<file path="src/hw/rtl/ssfs_pkg.sv">
`default_nettype none

package ssfs_pkg;

    // Capture counter width; sit time wraps modulo 2**COUNTER_BITS
    localparam int COUNTER_BITS = 16;

    // Servo geometry
    localparam int ANGLE_W = 9;
    localparam int PULSE_W = 11;
    localparam logic [ANGLE_W-1:0] ANGLE_MAX = 9'd180;
    localparam logic [PULSE_W-1:0] PULSE_MIN = 11'd1000;

    // Configuration port
    localparam int CFG_ADDR_W = 5;
    localparam int CFG_DATA_W = 32;

    // Item kind codes
    localparam logic [1:0] FUNC_CAPTURE     = 2'd0;
    localparam logic [1:0] FUNC_OVERCAPTURE = 2'd1;
    localparam logic [1:0] FUNC_TICK        = 2'd2;

    // Register indexes (byte address = 4 * index)
    localparam logic [2:0] REG_OCCUPIED_THRESHOLD = 3'd0;
    localparam logic [2:0] REG_FLUSH_DELAY        = 3'd1;
    localparam logic [2:0] REG_INTER_SWEEP        = 3'd2;
    localparam logic [2:0] REG_STEP_DEGREES       = 3'd3;
    localparam logic [2:0] REG_SWEEP_COUNT        = 3'd4;

    typedef struct packed {
        logic [1:0]              func;
        logic [COUNTER_BITS-1:0] capture_time;
        logic                    pin_level;
    } ssfs_item_t;

    typedef struct packed {
        logic               seated;
        logic               red_led;
        logic               blue_led;
        logic [PULSE_W-1:0] servo_pulse_us;
        logic               sweep_active;
    } ssfs_result_t;

    typedef struct packed {
        logic [COUNTER_BITS-1:0] sit_threshold;
        logic [15:0]             flush_delay_ticks;
        logic [15:0]             inter_sweep_ticks;
        logic [5:0]              step_degrees;
        logic [1:0]              sweep_count;
    } ssfs_cfg_t;

endpackage

`default_nettype wire

</file>
<file path="src/hw/rtl/ssfs_cfg.sv">
`default_nettype none

module ssfs_cfg
    import ssfs_pkg::*;
(
    input  wire logic                  clk,
    input  wire logic                  rst_n,
    input  wire logic                  psel,
    input  wire logic                  penable,
    input  wire logic                  pwrite,
    input  wire logic [CFG_ADDR_W-1:0] paddr,
    input  wire logic [CFG_DATA_W-1:0] pwdata,
    output logic      [CFG_DATA_W-1:0] prdata,
    output logic                       pready,
    output ssfs_cfg_t                  cfg
);

    logic [15:0] threshold_reg;
    logic [15:0] flush_delay_reg;
    logic [15:0] inter_sweep_reg;
    logic [5:0]  step_reg;
    logic [1:0]  sweep_count_reg;
    logic [2:0]  reg_index;
    logic        wr_en;

    assign reg_index = paddr[CFG_ADDR_W-1:2];
    assign wr_en     = psel && penable && pwrite;
    assign pready    = 1'b1;

    // Register writes in the access phase
    always_ff @(posedge clk or negedge rst_n)
    begin
        if (!rst_n)
        begin
            threshold_reg   <= 16'd1000;
            flush_delay_reg <= 16'd50;
            inter_sweep_reg <= 16'd100;
            step_reg        <= 6'd8;
            sweep_count_reg <= 2'd2;
        end
        else if (wr_en)
        begin
            unique case (reg_index)
                REG_OCCUPIED_THRESHOLD: threshold_reg   <= pwdata[15:0];
                REG_FLUSH_DELAY:        flush_delay_reg <= pwdata[15:0];
                REG_INTER_SWEEP:        inter_sweep_reg <= pwdata[15:0];
                REG_STEP_DEGREES:       step_reg        <= pwdata[5:0];
                REG_SWEEP_COUNT:        sweep_count_reg <= pwdata[1:0];
                default:                ;
            endcase
        end
    end

    // Read mux
    always_comb
    begin
        unique case (reg_index)
            REG_OCCUPIED_THRESHOLD: prdata = {16'd0, threshold_reg};
            REG_FLUSH_DELAY:        prdata = {16'd0, flush_delay_reg};
            REG_INTER_SWEEP:        prdata = {16'd0, inter_sweep_reg};
            REG_STEP_DEGREES:       prdata = {26'd0, step_reg};
            REG_SWEEP_COUNT:        prdata = {30'd0, sweep_count_reg};
            default:                prdata = '0;
        endcase
    end

    assign cfg.sit_threshold     = threshold_reg;
    assign cfg.flush_delay_ticks = flush_delay_reg;
    assign cfg.inter_sweep_ticks = inter_sweep_reg;
    assign cfg.step_degrees      = step_reg;
    assign cfg.sweep_count       = sweep_count_reg;

endmodule

`default_nettype wire

</file>
<file path="src/hw/rtl/ssfs_core.sv">
`default_nettype none

module ssfs_core
    import ssfs_pkg::*;
(
    input  wire logic         clk,
    input  wire logic         rst_n,
    input  wire logic         step,
    input  wire ssfs_item_t   item,
    input  wire ssfs_cfg_t    cfg,
    output ssfs_result_t      result_next
);

    // 1000/180 = 50/9; floor(n/9) == (n*7282)>>16 for n <= 9000
    localparam int PROD_W = 27;
    localparam logic [PROD_W-1:0] PULSE_SCALE = 27'd364100;

    logic                    seated_reg,     seated_next;
    logic [COUNTER_BITS-1:0] sit_start_reg,  sit_start_next;
    logic [ANGLE_W-1:0]      angle_reg,      angle_next;
    logic                    moving_down_reg, moving_down_next;
    logic                    sweep_en_reg,   sweep_en_next;
    logic                    reached_top_reg, reached_top_next;
    logic [15:0]             delay_reg,      delay_next;
    logic [1:0]              sweeps_left_reg, sweeps_left_next;
    logic                    red_reg,        red_next;
    logic                    blue_reg,       blue_next;

    logic [COUNTER_BITS-1:0] elapsed;
    logic [ANGLE_W-1:0]      step_ext;
    logic [ANGLE_W-1:0]      angle_up;
    logic [PROD_W-1:0]       pulse_prod;

    assign elapsed  = item.capture_time - sit_start_reg;
    assign step_ext = ANGLE_W'(cfg.step_degrees);

    // Next state for one transaction
    always_comb
    begin
        seated_next      = seated_reg;
        sit_start_next   = sit_start_reg;
        angle_next       = angle_reg;
        moving_down_next = moving_down_reg;
        sweep_en_next    = sweep_en_reg;
        reached_top_next = reached_top_reg;
        delay_next       = delay_reg;
        sweeps_left_next = sweeps_left_reg;
        red_next         = red_reg;
        blue_next        = blue_reg;
        angle_up         = angle_reg + step_ext;

        unique case (item.func)
            FUNC_CAPTURE:
            begin
                if (!item.pin_level)
                begin
                    // sit down: new session, cancel any pending flush
                    if (!seated_reg)
                    begin
                        seated_next      = 1'b1;
                        sit_start_next   = item.capture_time;
                        red_next         = 1'b0;
                        blue_next        = 1'b0;
                        sweep_en_next    = 1'b0;
                        reached_top_next = 1'b0;
                        delay_next       = '0;
                        sweeps_left_next = '0;
                    end
                end
                else if (seated_reg)
                begin
                    // stand up: judge sit time
                    seated_next = 1'b0;
                    red_next    = 1'b1;
                    if (elapsed >= cfg.sit_threshold)
                    begin
                        blue_next        = 1'b1;
                        angle_next       = '0;
                        moving_down_next = 1'b0;
                        reached_top_next = 1'b0;
                        sweep_en_next    = 1'b0;
                        delay_next       = cfg.flush_delay_ticks;
                        sweeps_left_next = cfg.sweep_count;
                    end
                    else
                    begin
                        blue_next        = 1'b0;
                        sweep_en_next    = 1'b0;
                        reached_top_next = 1'b0;
                        delay_next       = '0;
                        sweeps_left_next = '0;
                    end
                end
            end

            FUNC_OVERCAPTURE:
            begin
                seated_next      = 1'b0;
                blue_next        = 1'b0;
                red_next         = 1'b1;
                sweep_en_next    = 1'b0;
                reached_top_next = 1'b0;
                delay_next       = '0;
                sweeps_left_next = '0;
            end

            FUNC_TICK:
            begin
                // delay countdown, possibly starting a sweep
                if (!sweep_en_reg && (delay_reg != '0))
                begin
                    delay_next = delay_reg - 16'd1;
                    if ((delay_next == '0) && (sweeps_left_reg != '0))
                    begin
                        angle_next       = '0;
                        moving_down_next = 1'b0;
                        reached_top_next = 1'b0;
                        sweep_en_next    = 1'b1;
                        sweeps_left_next = sweeps_left_reg - 2'd1;
                    end
                end
                angle_up = angle_next + step_ext;

                // one servo step
                if (sweep_en_next)
                begin
                    if (!moving_down_next)
                    begin
                        if (angle_up >= ANGLE_MAX)
                        begin
                            angle_next       = ANGLE_MAX;
                            moving_down_next = 1'b1;
                            reached_top_next = 1'b1;
                        end
                        else
                        begin
                            angle_next = angle_up;
                        end
                    end
                    else if (angle_next <= step_ext)
                    begin
                        angle_next = '0;
                        if (reached_top_next)
                        begin
                            sweep_en_next = 1'b0;
                            if (sweeps_left_next != '0)
                            begin
                                moving_down_next = 1'b0;
                                reached_top_next = 1'b0;
                                delay_next       = cfg.inter_sweep_ticks;
                            end
                        end
                        else
                        begin
                            moving_down_next = 1'b0;
                        end
                    end
                    else
                    begin
                        angle_next = angle_next - step_ext;
                    end
                end
            end

            default: ;
        endcase
    end

    // Pulse width tracks the angle, which always stays within 0..180
    assign pulse_prod = PROD_W'(angle_next) * PULSE_SCALE;

    assign result_next.seated         = seated_next;
    assign result_next.red_led        = red_next;
    assign result_next.blue_led       = blue_next;
    assign result_next.servo_pulse_us = PULSE_MIN + pulse_prod[PROD_W-1:16];
    assign result_next.sweep_active   = sweep_en_next;

    // State registers
    always_ff @(posedge clk or negedge rst_n)
    begin
        if (!rst_n)
        begin
            seated_reg      <= 1'b0;
            sit_start_reg   <= '0;
            angle_reg       <= '0;
            moving_down_reg <= 1'b0;
            sweep_en_reg    <= 1'b0;
            reached_top_reg <= 1'b0;
            delay_reg       <= '0;
            sweeps_left_reg <= '0;
            red_reg         <= 1'b0;
            blue_reg        <= 1'b0;
        end
        else if (step)
        begin
            seated_reg      <= seated_next;
            sit_start_reg   <= sit_start_next;
            angle_reg       <= angle_next;
            moving_down_reg <= moving_down_next;
            sweep_en_reg    <= sweep_en_next;
            reached_top_reg <= reached_top_next;
            delay_reg       <= delay_next;
            sweeps_left_reg <= sweeps_left_next;
            red_reg         <= red_next;
            blue_reg        <= blue_next;
        end
    end

endmodule

`default_nettype wire

</file>
<file path="src/hw/rtl/seat_sensed_flush_servo_sequencer.sv">
// The item is held in the input register; the state update and pulse multiply are
// combinational, and their result moves into the result register when that is free or read.
// Throughput: one item per cycle while results are taken.
// A new item is taken while a result waits, as long as the input register is free.
// Reset (rst_n, async, active low): not seated, LEDs off, no sweep pending, angle 0,
// pulse 1000 us, configuration registers at their default values.
`default_nettype none

module seat_sensed_flush_servo_sequencer
    import ssfs_pkg::*;
(
    input  wire logic                  clk,
    input  wire logic                  rst_n,
    input  wire logic                  item_valid,
    output logic                       item_ready,
    input  wire ssfs_item_t            item,
    output logic                       result_valid,
    input  wire logic                  result_ready,
    output ssfs_result_t               result,
    input  wire logic                  psel,
    input  wire logic                  penable,
    input  wire logic                  pwrite,
    input  wire logic [CFG_ADDR_W-1:0] paddr,
    input  wire logic [CFG_DATA_W-1:0] pwdata,
    output logic      [CFG_DATA_W-1:0] prdata,
    output logic                       pready
);

    ssfs_cfg_t    cfg;
    ssfs_item_t   item_reg;
    logic         item_valid_reg;
    ssfs_result_t result_reg;
    logic         result_valid_reg;
    ssfs_result_t result_next;
    logic         advance;

    ssfs_cfg u_cfg (
        .clk     (clk),
        .rst_n   (rst_n),
        .psel    (psel),
        .penable (penable),
        .pwrite  (pwrite),
        .paddr   (paddr),
        .pwdata  (pwdata),
        .prdata  (prdata),
        .pready  (pready),
        .cfg     (cfg)
    );

    // Move the held item into the result slot when it is free or draining
    assign advance    = item_valid_reg && (!result_valid_reg || result_ready);
    assign item_ready = !item_valid_reg || advance;

    ssfs_core u_core (
        .clk         (clk),
        .rst_n       (rst_n),
        .step        (advance),
        .item        (item_reg),
        .cfg         (cfg),
        .result_next (result_next)
    );

    // Input register
    always_ff @(posedge clk or negedge rst_n)
    begin
        if (!rst_n)
        begin
            item_valid_reg <= 1'b0;
        end
        else if (item_valid && item_ready)
        begin
            item_valid_reg <= 1'b1;
        end
        else if (advance)
        begin
            item_valid_reg <= 1'b0;
        end
    end

    always_ff @(posedge clk)
    begin
        if (item_valid && item_ready)
        begin
            item_reg <= item;
        end
    end

    // Result register
    always_ff @(posedge clk or negedge rst_n)
    begin
        if (!rst_n)
        begin
            result_valid_reg <= 1'b0;
        end
        else if (advance)
        begin
            result_valid_reg <= 1'b1;
        end
        else if (result_ready)
        begin
            result_valid_reg <= 1'b0;
        end
    end

    always_ff @(posedge clk)
    begin
        if (advance)
        begin
            result_reg <= result_next;
        end
    end

    assign result_valid = result_valid_reg;
    assign result       = result_reg;

endmodule

`default_nettype wire

</file>
<file path="config.mk">
export PLATFORM = sky130hd
export DESIGN_NAME = seat_sensed_flush_servo_sequencer
export DESIGN_NICKNAME = d
export VERILOG_FILES = /design/src/hw/rtl/ssfs_pkg.sv /design/src/hw/rtl/ssfs_cfg.sv /design/src/hw/rtl/ssfs_core.sv /design/src/hw/rtl/seat_sensed_flush_servo_sequencer.sv
export SDC_FILE = /design/constraint.sdc
export NUM_CORES = 1
export LEC_CHECK = 0
export ABC_CLOCK_PERIOD_IN_PS = 26200
export BUFFER_PORTS_ARGS = -buffer_cell sky130_fd_sc_hd__buf_4
export CORE_UTILIZATION = 60
export DETAILED_ROUTE_END_ITERATION = 8
export MAX_ROUTING_LAYER = met4
export PLACE_DENSITY = 0.81
export SETUP_SLACK_MARGIN = 0.1
export SLEW_MARGIN = 20
export SYNTH_ARGS = -nofsm -noshare
export SYNTH_HDL_FRONTEND = slang
export SYNTH_SLANG_ARGS = --single-unit
</file>
<file path="constraint.sdc">
create_clock -name clk -period 26.2 [get_ports clk]
set_input_delay 2.62 -clock clk [delete_from_list [all_inputs] [get_ports clk]]
set_output_delay 2.62 -clock clk [all_outputs]
set_load 0.03 [all_outputs]
</file>
==> results of run 1 <==
power by group:
| group | switching, mW | internal [mW] | total [mW] |
|---|---|---|---|
| Clock | 0.102 | 0.145 | 0.247 |
| Sequential | 0.0412 | 0.268 | 0.309 |
| Combinational | 0.151 | 0.123 | 0.274 |
| Total | 0.294 | 0.536 | 0.830 |
synth_stat cells, drive strengths merged, types with 8 or more instances:
cell type  number
and2           13
o31ai           9
o21a            8
clkbuf         38
xor2           16
mux2i          19
ha            120
dfstp          14
mux2           74
nor2           92
a21oi          65
a21o           11
xnor2          34
fa             29
nor2b          16
nand3          10
nor3           25
and3            8
buf            32
a31oi           9
nand2          99
o21ai          63
dfrtp          93
nand2b         25
a211oi         11
edfxtp         34
inv           125
a22oi          16
nand4           9
worst paths after layout:
kind / endpoint / from / cells past startpoint / slack (ps)
worst max register to register: result[7] / u_core.delay_reg[0] / 39 / 15280
worst min-delay path: u_core.sit_start_reg[0] / u_core.sit_start_reg[0] / 2 / 490
min in group asynchronous: u_core.sit_start_reg[13] / rst_n / 1 / 2210
worst max-delay path: result[7] / u_core.delay_reg[0] / 39 / 15280
worst min register to register: u_core.sit_start_reg[0] / u_core.sit_start_reg[0] / 2 / 490
max in group asynchronous: u_cfg.step_reg[0] / rst_n / 2 / 22810
layout by cell type (no fill, tap or decap), types with 9 or more instances in the layout:
cell and n:
xnor2_1 34, mux2_2 73, a22oi_1 16, nand2_1 98, nor3_1 22, xor2_1 16
inv_1 125, a21oi_1 63, nand4_1 9, clkbuf_16 17, nor2_1 91, nor2b_1 16
and2_1 12, edfxtp_1 34, a211oi_1 9, fa_1 29, conb_1 17, nand2b_1 25
buf_4 82, ha_1 120, dfrtp_1 93, a21o_1 11, dfstp_2 14, nand3_1 10
mux2i_1 19, o21ai_0 60
worst max-delay path, delay by kind of cell, from the launching register on:
kind / cells / cell delay (ps)
adder cells (fa/ha/maj): 7 / 3000
buffers and inverters: 6 / 620
AO/OA/AOI/OAI: 11 / 2790
XOR/XNOR: 1 / 90
AND/OR/NAND/NOR: 13 / 3350
multiplexers: 1 / 300
flip-flops: 1 / 510
cell type report:
| type | count | area, um^2 | share of cell area |
|---|---|---|---|
| clock inverters | 13 | 151 | 0.0120 |
| well taps | 234 | 293 | 0.0232 |
| repair buffers | 82 | 616 | 0.0488 |
| inverters | 126 | 473 | 0.0375 |
| multi-input cells | 879 | 6910 | 0.548 |
| clock buffers | 19 | 443 | 0.0351 |
| flip-flops and latches | 141 | 3720 | 0.295 |
kinds of logic (layout without fill, tap and decap cells):
group / count (synthesis) / in the layout
flops: 141 / 141
mux: 97 / 97
fa+ha+maj: 149 / 149
compound gates: 237 / 237
simple gates: 329 / 329
other cells: 2 / 17
buf+inv: 196 / 240
xor+xnor: 50 / 50
per-layer routing:
layer	GRT usage	up-vias	routed length [um]
met5	-	-	0
met4	0.0902	0	535
met3	0.0451	45	1590
met2	0.456	302	12300
met1	0.373	4267	11500
li1	-	4227	-
==> key figures, run 1 <==
Logic synthesis
  – Sequential area share after synthesis: 0.327
  – Synthesized flop and latch total: between 100 and 150
  – Async set-reset flop share out of synthesis: 0.759
  – EDFF count, synth: 34
  – Synth top area cells: dfrtp_1 (20%), ha_1 (13%), edfxtp_1 (9.0%)
  – Simple-Gate Fraction of Synth Area: 0.142
  – Netlist Area Pre-Place: approximately 0.011 mm^2
  – Synth Area in Compound Gates: 0.138
  – Post-synthesis cell type count: 87
  – Mux cell area share after synthesis: 0.0982
  – Yosys top cell area share: 0.204
  – Synth Area in XOR/XNOR: 0.0385
  – Post-Synthesis Cells: between 1000 and 1500
  – Combinational family with the most area after synthesis: adder cells
  – Mean Syn Cell Area: 9.48 um^2
  – Yosys Warn Count: 0
  – Post-synth top area cell: dfrtp_1
  – Prevailing post-synth register cell: dfrtp_1
  – Adder-Cell Fraction of Synth Area: 0.183

Layout
  – Share of layout cells above drive strength 1: 0.187
  – Post-layout util: 0.676
  – Layout Cells excl Fill: roughly 1500
  – Diode count: 0
  – Nets: 1459
  – Fillcell total: approximately 1400
  – Design Area, Final: 0.0126 mm^2
  – Area Overhead vs Synth: 10.8%
  – Largest register FFs: 19

Pwr
  – Peak supply drop: 0.0606 mV
  – Total power: approximately 830 uW
  – LEAKAGE: approximately 6 nW
  – Pwr Density: about 66 mW/mm^2

Drt
  – DRC viols: 0
  – First-pass DRT Iterations: 4
  – Drt via density: 5.92
  – Drt total wl: 25900 um
  – Iter 0 DRT Violations: 553
  – Antenna-violating nets left: 0
  – Routed len/inst: around 17 um
  – Vias post-DR: slightly below 9000

Clocking
  – Worst skew pair latency: around 430 ps
  – Total CTS buffers: 17
  – CTS tree: yes
  – CTS Buffer Depth: 2
  – CTS sink count: around 140
  – Post-CTS setup buffers: 0
  – Clock root buffer: clkbuf_16
  – CTS H-tree depth: 4
  – Worst-path clk slew: 70 ps
  – PostCTS Resize Cnt: 0
  – # hold bufs at CTS: 0

Critical path
  – Setup crit end kind: flip-flop
  – Max stage delay on crit path: 540 ps
  – Setup crit start kind: flip-flop
  – Critical path's slowest cell: a2111oi_4
  – WP data required: approximately 26000 ps
  – Worst EP arrival: between 10000 and 15000 ps
  – Critical path class: reg -> reg
  – CP dominant cell by count: inv_1
  – Worst-path maximum fanout: 18

Global route
  – Largest net degree at the start of global routing: 56
  – Initial antenna violation count: 0
  – Number of global-route vias before repair: between 8000 and 9000
  – Total track usage: 0.285
  – First-pass GRT wire length: 42800 um
  – GRT overflow: 0

Floorplan
  – Num rows: 50
  – Starting Density: 0.610
  – Die Width: roughly 140 um
  – Core area: around 0.019 mm^2
  – I/O pin count: 113
  – Total die area: a little under 0.02 mm^2
  – Die H: between 100 and 150 um

STA
  – Least-Margin Pin Slew: 995 ps
  – Maximum clock rate: about 0.092 GHz
  – Final Worst Setup Slack: 15280 ps
  – Post-route minimum period: 10920 ps
  – Clk_skew: slightly above 9 ps
  – Max-Slew Margin vs Limit: 0.336
  – WHS: between 400 and 500 ps
  – RSZ-0062 raised after global routing: no
  – Slew Limit Fails: 0
  – Tcrit/Tclk final: 0.417
  – Final setup vio count: 0
  – Setup TNS: 0 ps
  – Final count of hold timing violations: 0

Placement
  – GP Congestion: between 0.9 and 1
  – IO Port Bufs: 77
  – Hpwl dp: between 15000 and 20000 um
  – Placed inst area: about 0.012 mm^2
  – Placed Instances: roughly 1500
  – Pre-CTS setup slack: 15430 ps

Run status
  – Status: completed

Flow run
  – Max Cap Violations: 0

Hold path
  – Worst hold path class: reg -> reg
(Power assumes the default switching activity.)
==> run 2: changes to the inputs <==
--- a/config.mk
+++ b/config.mk
@@ -5,12 +5,12 @@
 export SDC_FILE = /design/constraint.sdc
 export NUM_CORES = 1
 export LEC_CHECK = 0
-export ABC_CLOCK_PERIOD_IN_PS = 26200
+export ABC_CLOCK_PERIOD_IN_PS = 9500
 export BUFFER_PORTS_ARGS = -buffer_cell sky130_fd_sc_hd__buf_4
-export CORE_UTILIZATION = 60
+export CORE_UTILIZATION = 55
 export DETAILED_ROUTE_END_ITERATION = 8
 export MAX_ROUTING_LAYER = met4
-export PLACE_DENSITY = 0.81
+export PLACE_DENSITY = 0.78
 export SETUP_SLACK_MARGIN = 0.1
 export SLEW_MARGIN = 20
 export SYNTH_ARGS = -nofsm -noshare
==> constraint.sdc (replaced) <==
create_clock -name clk -period 9.5 [get_ports clk]
set_input_delay 0.95 -clock clk [delete_from_list [all_inputs] [get_ports clk]]
set_output_delay 0.95 -clock clk [all_outputs]
set_load 0.03 [all_outputs]
==> key figures, run 2 (synthesized netlist as in run 1, its figures left out) <==
Run status
  – Status: completed

Floorplan
  – Die H: 146 um (+4.4%)
  – Num rows: 52 (+4.0%)
  – Core area: 0.0202 mm^2 (+8.5%)
  – Starting Density: 0.562 (-0.0480)
  – Die Width: 146 um (+4.4%)
  – I/O pin count: 113 (unchanged)
  – Total die area: 0.0213 mm^2 (+9.0%)

Drt
  – DRC viols: 0 (unchanged)
  – Drt total wl: 27900 um (+7.8%)
  – Routed len/inst: 17.6 um (+1.8%)
  – Vias post-DR: 9067 (+2.6%)
  – Iter 0 DRT Violations: 508 (-8.1%)
  – Drt via density: 5.73 (-3.2%)
  – Antenna-violating nets left: 0 (unchanged)
  – First-pass DRT Iterations: 5 (+1)

Global route
  – Met3 Use GR: 0.0520 (+0.00696)
  – Layer with the highest usage: met2
  – GR Layer Usage met2: 0.431 (-0.0252)
  – Number of global-route vias before repair: 8860 (+2.3%)
  – First-pass GRT wire length: 44500 um (+3.9%)
  – GR Util met1: 0.347 (-0.0259)
  – Initial antenna violation count: 0 (unchanged)
  – GRT overflow: 0 (unchanged)
  – Total track usage: 0.270 (-0.0149)
  – Largest net degree at the start of global routing: 85 (+52%)

Critical path
  – Crit path from: u_core.delay_reg[1]
  – Worst EP arrival: 9280 ps (-1820 ps)
  – R2R Path Start: u_core.delay_reg[1]
  – CP dominant cell by count: nor2_1
  – WP data required: 9670 ps (-16700 ps)
  – Critical path class: reg -> reg
  – Critical path buffers and inverters: 6 (unchanged)
  – Worst-path maximum fanout: 8 (-10)
  – Setup crit start kind: flip-flop
  – Critical path's slowest cell: or4_4
  – Setup crit end kind: flip-flop
  – Crit-path leading delay family: compound AO/OA/AOI/OAI gates
  – Max stage delay on crit path: 590 ps (+50 ps)

STA
  – Final count of hold timing violations: 0 (unchanged)
  – WHS: 412 ps (-77.4 ps)
  – Final setup vio count: 0 (unchanged)
  – RSZ-0062 raised after global routing: yes
  – Slew Limit Fails: 0 (unchanged)
  – Clk_skew: 15.4 ps (+6.28 ps)
  – Tcrit/Tclk final: 0.959 (+0.542)
  – Maximum clock rate: 0.110 GHz (+20%)
  – Post-route minimum period: 9110 ps (-1810 ps)
  – Final Worst Setup Slack: 391 ps (-14890 ps)
  – Max-Slew Margin vs Limit: 0.329 (-0.00765)
  – Least-Margin Pin Slew: 1010 ps (+11.5 ps)

Clocking
  – CTS Buffer Depth: 2 (unchanged)
  – Total CTS buffers: 17 (unchanged)
  – CTS sink count: 141 (unchanged)
  – # hold bufs at CTS: 0 (unchanged)
  – Worst-path clk slew: 60 ps (about the same)
  – Clock root buffer: clkbuf_16
  – CTS tree: yes
  – Worst skew pair latency: 440 ps (about the same)
  – CTS H-tree depth: 4 (unchanged)

Hold path
  – Worst hold path class: in -> async

Layout
  – Area Overhead vs Synth: 17.6%
  – Share of layout cells above drive strength 1: 0.256 (+0.0694)
  – Most common cell after layout, fill and taps aside: buf_4
  – Nets: 1512 (+3.6%)
  – Most frequent cells in the layout: buf_4 (133), inv_1 (122), ha_1 (116)
  – Diode count: 0 (unchanged)
  – Largest register FFs: 19 (unchanged)

Placement
  – IO Port Bufs: 77 (unchanged)
  – Hpwl dp: 19900 um (+5.9%)
  – Pre-CTS setup slack: -35.6 ps (-15470 ps)
  – GP Congestion: 0.927 (+2.7%)

Pwr
  – LEAKAGE: 6.28 nW (+5.7%)
  – Peak supply drop: 0.153 mV (+150%)
  – Pwr Density: 178 mW/mm^2 (+170%)

Flow run
  – Max Cap Violations: 0 (unchanged)
[run 2: layout make-up]
type	instances	area (um^2)
clock buffer	19	433
clock inverter	13	155
fill	1522	6850
inverter	126	473
multi-input combinational	879	7250
sequential	141	3720
tap	270	338
timing repair buffer	135	1020
[run 2: repair_timing]
| item | CTS | global route |
|---|---|---|
| resized for setup | 11 | 64 |
| setup endpoints to repair | 6 | 8 |
| setup buffers | 1 | 8 |
| cloned | 0 | 1 |
| pin swaps | 3 | 16 |
[run 2: worst register-to-register path: cells and delay by family (launching register included)]
kind,cells,cell delay [ps]
AOI/OAI and AO/OA,14,2850
xor gates and xnor gates,1,90
adders and majority gates,6,2450
buffers and inverters,6,630
DFF,1,380
muxes,1,250
and+or+nand+nor,12,2190
[run 2: through the flow]
stage,util,cell area (um^2),std cells,total power [mW],TNS [ps]
after floorplan,-,11500,1216,1.41,0
after CTS,0.644,13000,1574,2.32,0
final,0.661,13400,1583,2.38,0
after detailed placement,0.612,12400,1541,1.62,-35.6
after global routing,0.661,13400,1583,2.52,-88.5
after global placement,0.612,12400,1541,1.59,0
[run 2: worst paths after layout]
path / slack (ps) / to / depth (start not counted)
min in group clk: 500 / result_valid / 1
worst min register to register: 500 / result_valid / 1
worst max-delay path: 390 / result[11] / 40
worst max register to register: 390 / result[11] / 40
max in group asynchronous: 8020 / u_core.delay_reg[3] / 2
worst min-delay path: 410 / u_core.sit_start_reg[14] / 1
[run 2: power breakdown]
part	total, mW	switching [mW]	internal (mW)
clock	0.678	0.285	0.394
combinational	0.856	0.468	0.388
sequential	0.847	0.107	0.740
[run 2: metal layers]
layer | vias up | part of all wire
met2 | 240 | 0.48
met1 | 4438 | 0.45
li1 | 4342 | -
met4 | 0 | 0.022
met3 | 47 | 0.051
met5 | - | 0
